## src/rtl/ts_pkg.sv

```systemverilog
package ts_pkg;

  // Field widths fixed by the interface.
  localparam int FIT_W      = 32;
  localparam int ENT_W      = 32;
  localparam int OFF_W      = 8;
  localparam int DRAW_W     = 16;
  localparam int PRESS_W    = 17;
  localparam int PICK_W     = 9;
  localparam int STATUS_W   = 3;
  localparam int CFG_IDX_W  = 2;
  localparam int CFG_DATA_W = 17;

  localparam int MAX_CANDIDATES_DEF = 256;

  // Smallest tournament and the Q16 value of one.
  localparam logic [PICK_W-1:0]  MIN_TSIZE  = PICK_W'(2);
  localparam logic [PRESS_W-1:0] PRESS_ONE  = PRESS_W'(65536);

  // Reset values of the configuration registers.
  localparam logic [PICK_W-1:0]  TSIZE_RST  = PICK_W'(2);
  localparam logic [PRESS_W-1:0] PRESS_RST  = PRESS_W'(65536);

  typedef enum logic [CFG_IDX_W-1:0] {
    CFG_TSIZE    = 2'd0,
    CFG_REPL     = 2'd1,
    CFG_HIB      = 2'd2,
    CFG_PRESSURE = 2'd3
  } ts_cfg_idx_t;

  typedef enum logic [1:0] {
    MODE_CLEAR  = 2'd0,
    MODE_LOAD   = 2'd1,
    MODE_PICK   = 2'd2,
    MODE_DECIDE = 2'd3
  } ts_mode_t;

  typedef enum logic [STATUS_W-1:0] {
    ST_OK         = 3'd0,
    ST_FULL       = 3'd1,
    ST_EMPTY      = 3'd2,
    ST_EXTRA_PICK = 3'd3,
    ST_INCOMPLETE = 3'd4,
    ST_CLAMPED    = 3'd5
  } ts_status_t;

  typedef enum logic [2:0] {
    S_IDLE,
    S_EXEC,
    S_PERM,
    S_FIT,
    S_ENT
  } ts_state_t;

  // Controller to datapath.
  typedef struct packed {
    logic capture;
    logic exec;
    logic perm;
    logic fit;
    logic ent;
    logic finish;
  } ts_cmd_t;

  // Datapath to controller, valid while the captured item is being executed.
  typedef struct packed {
    ts_mode_t mode;
    logic     empty;
    logic     over;
    logic     decide_ready;
    logic     with_repl;
  } ts_stat_t;

endpackage

```

## src/rtl/ts_ctrl.sv

```systemverilog
module ts_ctrl (
  input  logic              clk,
  input  logic              rst,
  input  logic              start,
  input  ts_pkg::ts_stat_t  stat,
  output ts_pkg::ts_cmd_t   cmd,
  output logic              busy,
  output logic              done
);

  ts_pkg::ts_state_t state, state_next;

  always_ff @(posedge clk) begin
    if (rst) begin
      state <= ts_pkg::S_IDLE;
      done  <= 1'b0;
    end else begin
      state <= state_next;
      done  <= cmd.finish;
    end
  end

  always_comb begin
    state_next = state;
    cmd        = '0;
    unique case (state)
      ts_pkg::S_IDLE: begin
        if (start) begin
          cmd.capture = 1'b1;
          state_next  = ts_pkg::S_EXEC;
        end
      end
      ts_pkg::S_EXEC: begin
        cmd.exec = 1'b1;
        unique case (stat.mode) inside
          ts_pkg::MODE_CLEAR, ts_pkg::MODE_LOAD: begin
            cmd.finish = 1'b1;
            state_next = ts_pkg::S_IDLE;
          end
          ts_pkg::MODE_PICK: begin
            if (stat.empty || stat.over) begin
              cmd.finish = 1'b1;
              state_next = ts_pkg::S_IDLE;
            end else if (stat.with_repl) begin
              state_next = ts_pkg::S_FIT;
            end else begin
              state_next = ts_pkg::S_PERM;
            end
          end
          ts_pkg::MODE_DECIDE: begin
            if (!stat.empty && stat.decide_ready) begin
              state_next = ts_pkg::S_ENT;
            end else begin
              cmd.finish = 1'b1;
              state_next = ts_pkg::S_IDLE;
            end
          end
        endcase
      end
      ts_pkg::S_PERM: begin
        cmd.perm   = 1'b1;
        state_next = ts_pkg::S_FIT;
      end
      ts_pkg::S_FIT: begin
        cmd.fit    = 1'b1;
        cmd.finish = 1'b1;
        state_next = ts_pkg::S_IDLE;
      end
      ts_pkg::S_ENT: begin
        cmd.ent    = 1'b1;
        cmd.finish = 1'b1;
        state_next = ts_pkg::S_IDLE;
      end
      default: begin
        state_next = ts_pkg::S_IDLE;
      end
    endcase
  end

  assign busy = (state != ts_pkg::S_IDLE);

endmodule

```

## config.mk

```make
export PLATFORM = sky130hd
export DESIGN_NAME = ts_ctrl
export DESIGN_NICKNAME = d
export VERILOG_FILES = /design/src/rtl/ts_pkg.sv /design/src/rtl/ts_ctrl.sv
export SDC_FILE = /design/constraint.sdc
export NUM_CORES = 1
export LEC_CHECK = 0
export ABC_AREA = 1
export ABC_CLOCK_PERIOD_IN_PS = 1100
export BUFFER_PORTS_ARGS = -buffer_cell sky130_fd_sc_hd__buf_2
export CELL_PAD_IN_SITES_DETAIL_PLACEMENT = 0
export CELL_PAD_IN_SITES_GLOBAL_PLACEMENT = 1
export CORE_AREA = 4 4 41 43
export CTS_CLUSTER_DIAMETER = 200
export DETAILED_ROUTE_END_ITERATION = 10
export DIE_AREA = 0 0 45 47
export PLACE_DENSITY_LB_ADDON = 0.1
export SLEW_MARGIN = 30
export SYNTH_ARGS = -nofsm -noshare
export SYNTH_HDL_FRONTEND = slang
export SYNTH_SLANG_ARGS = --single-unit
```

## constraint.sdc

```tcl
create_clock -name clk -period 1.1 [get_ports clk]
set_clock_uncertainty 0.1 [all_clocks]
set_input_delay 0.11 -clock clk [delete_from_list [all_inputs] [get_ports clk]]
set_output_delay 0.11 -clock clk [all_outputs]
set_load 0.005 [all_outputs]
```

==> qor.yml <==
outcome: "complete, but fails checks"
violations: "setup timing"
end_kind: "output port"
synth.distinct_cells: 11
grt_first_pass_wirelength_um: 1430
min_period_ns: 1.27
synth_nets: 55
dr.pass1.iters: 2
place_congestion: 0.662
timing.hold.ws_ns: 0.0358
cts_buffer_depth: 2
syn_to_final_growth_pct: 109
place_inst: 83
min_to: "state[0]$_SDFFE_PP0P_"
worst_slew_pin_slew_ns: 0.186
hold_class: "input pin to register"
whs_path_depth: 3
finalNonFillerCells: 94
path_max_fanout: 4
final.period_utilization: 1.16
synth-seq-cells: 4
worstSkewPairLatency_ns: 0.23
htreeDepth: 1
hold_viol_final: 0
reg2reg_slack_ns: -0.08
gr-total-overflow: 0
netlist_instances: 46
cts_root_buf: "clkbuf_4"
clock-sinks: 4
nets: 90
worst_slack_ns: -0.174
die_x_um: 45
die_y_um: 47
grt_usage: 0.0955
fp-row-count: 13
antenna_cells: 0
rr_startpoint: "state[2]$_SDFFE_PP0P_"
reg2regPathDepth: 6
rsz0062_at_grt: "true"
fp.coreArea_mm2: 0.00130
cp_data_arrival_time_ns: 1.06
clk_pin_slew_ns: 0.04
netlist_area_um2: 279
antenna_found_initial: 0
ir_drop_mv: 0.382
ant_nets: 0
cts_tree: "yes"
grt_max_degree: 6
leakage_nw: 0.328
drive_gt1_frac: 0.671
drv_cap: 0
start_util: 0.214
setup-violations-final: 9
power.density_mw_per_mm2: 827
drt-total-wl_um: 829
dr.first_iter.drc_count: 3
io_buffers: 16
maxSlewViolCount: 0
postSynthAreaPerCell_um2: 6.07
die-area_mm2: 0.00212
route.detailed.drc: 0
ys_seq_area_frac: 0.287
path_class: "register to output port"
power_mw: 0.481
io_pins: 17
vias: 371
viasPerCell: 3.95
r2r-end: "state[0]$_SDFFE_PP0P_"
worstHoldStart: "stat[0]"
yosysWarnings: 0
grt_pass1_vias: 356
fmax_mhz: 785
relSlewSlack: 0.876
place_ws_ns: -0.0609
crit_required_ns: 0.89
wire_per_inst_um: 8.82
hpwlAfterDp_um: 640
cts_buffers: 3
startpoint_type: "register"
## cell usage after synthesis, drive strengths merged
cell type / count / area, um^2
inv: 13 / 48.8
nand2: 12 / 47.6
nor2: 7 / 33.8
nand3: 5 / 35.0
a21oi: 4 / 27.5
dfxtp: 4 / 80.1
nor4: 1 / 6.26
## worst max path at each step
stage	from	to	slack, ns	cells after the start
4_1_cts	state[1]$_SDFFE_PP0P_	cmd[0]	-0.18	6
3_3_place_gp	state[2]$_SDFFE_PP0P_	cmd[0]	-0.07	6
3_5_place_dp	state[2]$_SDFFE_PP0P_	cmd[0]	-0.06	6
5_1_grt	state[2]$_SDFFE_PP0P_	cmd[0]	-0.22	5
2_1_floorplan	state[1]$_SDFFE_PP0P_	cmd[0]	0.14	5
6_report	state[2]$_SDFFE_PP0P_	cmd[0]	-0.17	5
## cell usage in the layout, fill, tap and decap left out, drive strengths merged
| cell type | synthesis | layout |
|---|---|---|
| buf | 0 | 29 |
| inv | 13 | 13 |
| nand2 | 12 | 12 |
| nor2 | 7 | 7 |
| nand3 | 5 | 5 |
| dfxtp | 4 | 4 |
| a21oi | 4 | 4 |
| clkbuf | 0 | 3 |
| nor4 | 1 | 1 |
| dlygate4sd3 | 0 | 1 |
## cell type report
class / count / area (um^2)
fill: 153 / 719
timing repair buffer: 30 / 214
multi-input combinational: 29 / 184
sequential: 4 / 91.3
inverter: 13 / 51.3
clock buffer: 3 / 22.5
tap: 15 / 18.8
## critical path, stage by stage, from the launching register on
cell	delay, ns
dfxtp_4	0.36
buf_12	0.13
nor2_4	0.10
nand3_2	0.07
nand2_1	0.07
buf_2	0.10
## per-stage QoR
| step | cell area (um^2) | util | TNS, ns |
|---|---|---|---|
| after floorplan | 279 | - | 0 |
| after global placement | 423 | 0.325 | -0.0655 |
| after detailed placement | 423 | 0.325 | -0.0609 |
| after CTS | 562 | 0.432 | -0.717 |
| after global routing | 582 | 0.447 | -1.48 |
| final | 582 | 0.447 | -0.957 |
## power by group
part	internal (mW)	leakage, nW	switching, mW
registers	0.149	0.0348	0.0113
logic	0.0782	0.279	0.0604
clock network	0.122	0.0138	0.0604
total	0.349	0.328	0.132
## what timing repair did
| item | in CTS | in global routing |
|---|---|---|
| endpoints found under the setup margin | 8 | 11 |
| pin swaps | 3 | 5 |
| endpoints found under the hold margin | 3 | 0 |
| buffers inserted | 6 | 2 |
| resized for setup | 20 | 4 |
| hold buffers | 1 | 0 |
## routing by layer
metal | vias to the layer above | track usage | part of all wire
met3 | 0 | 0.0345 | 0.071
met2 | 10 | 0.158 | 0.50
met1 | 156 | 0.113 | 0.43
met4 | 0 | 0.0351 | 0
li1 | 205 | - | -
met5 | - | 0 | 0
## sequential cells by signal, summed over array words and instances, names as in the netlist
signal	cells
done	1
state	3
## cell families after synthesis
logic type             synth area share
buffers and inverters             0.175
and+or+nand+nor                   0.439
AOI/OAI and AO/OA                0.0987
DFF                               0.287
Note: power is estimated with default switching activity, not from simulation.
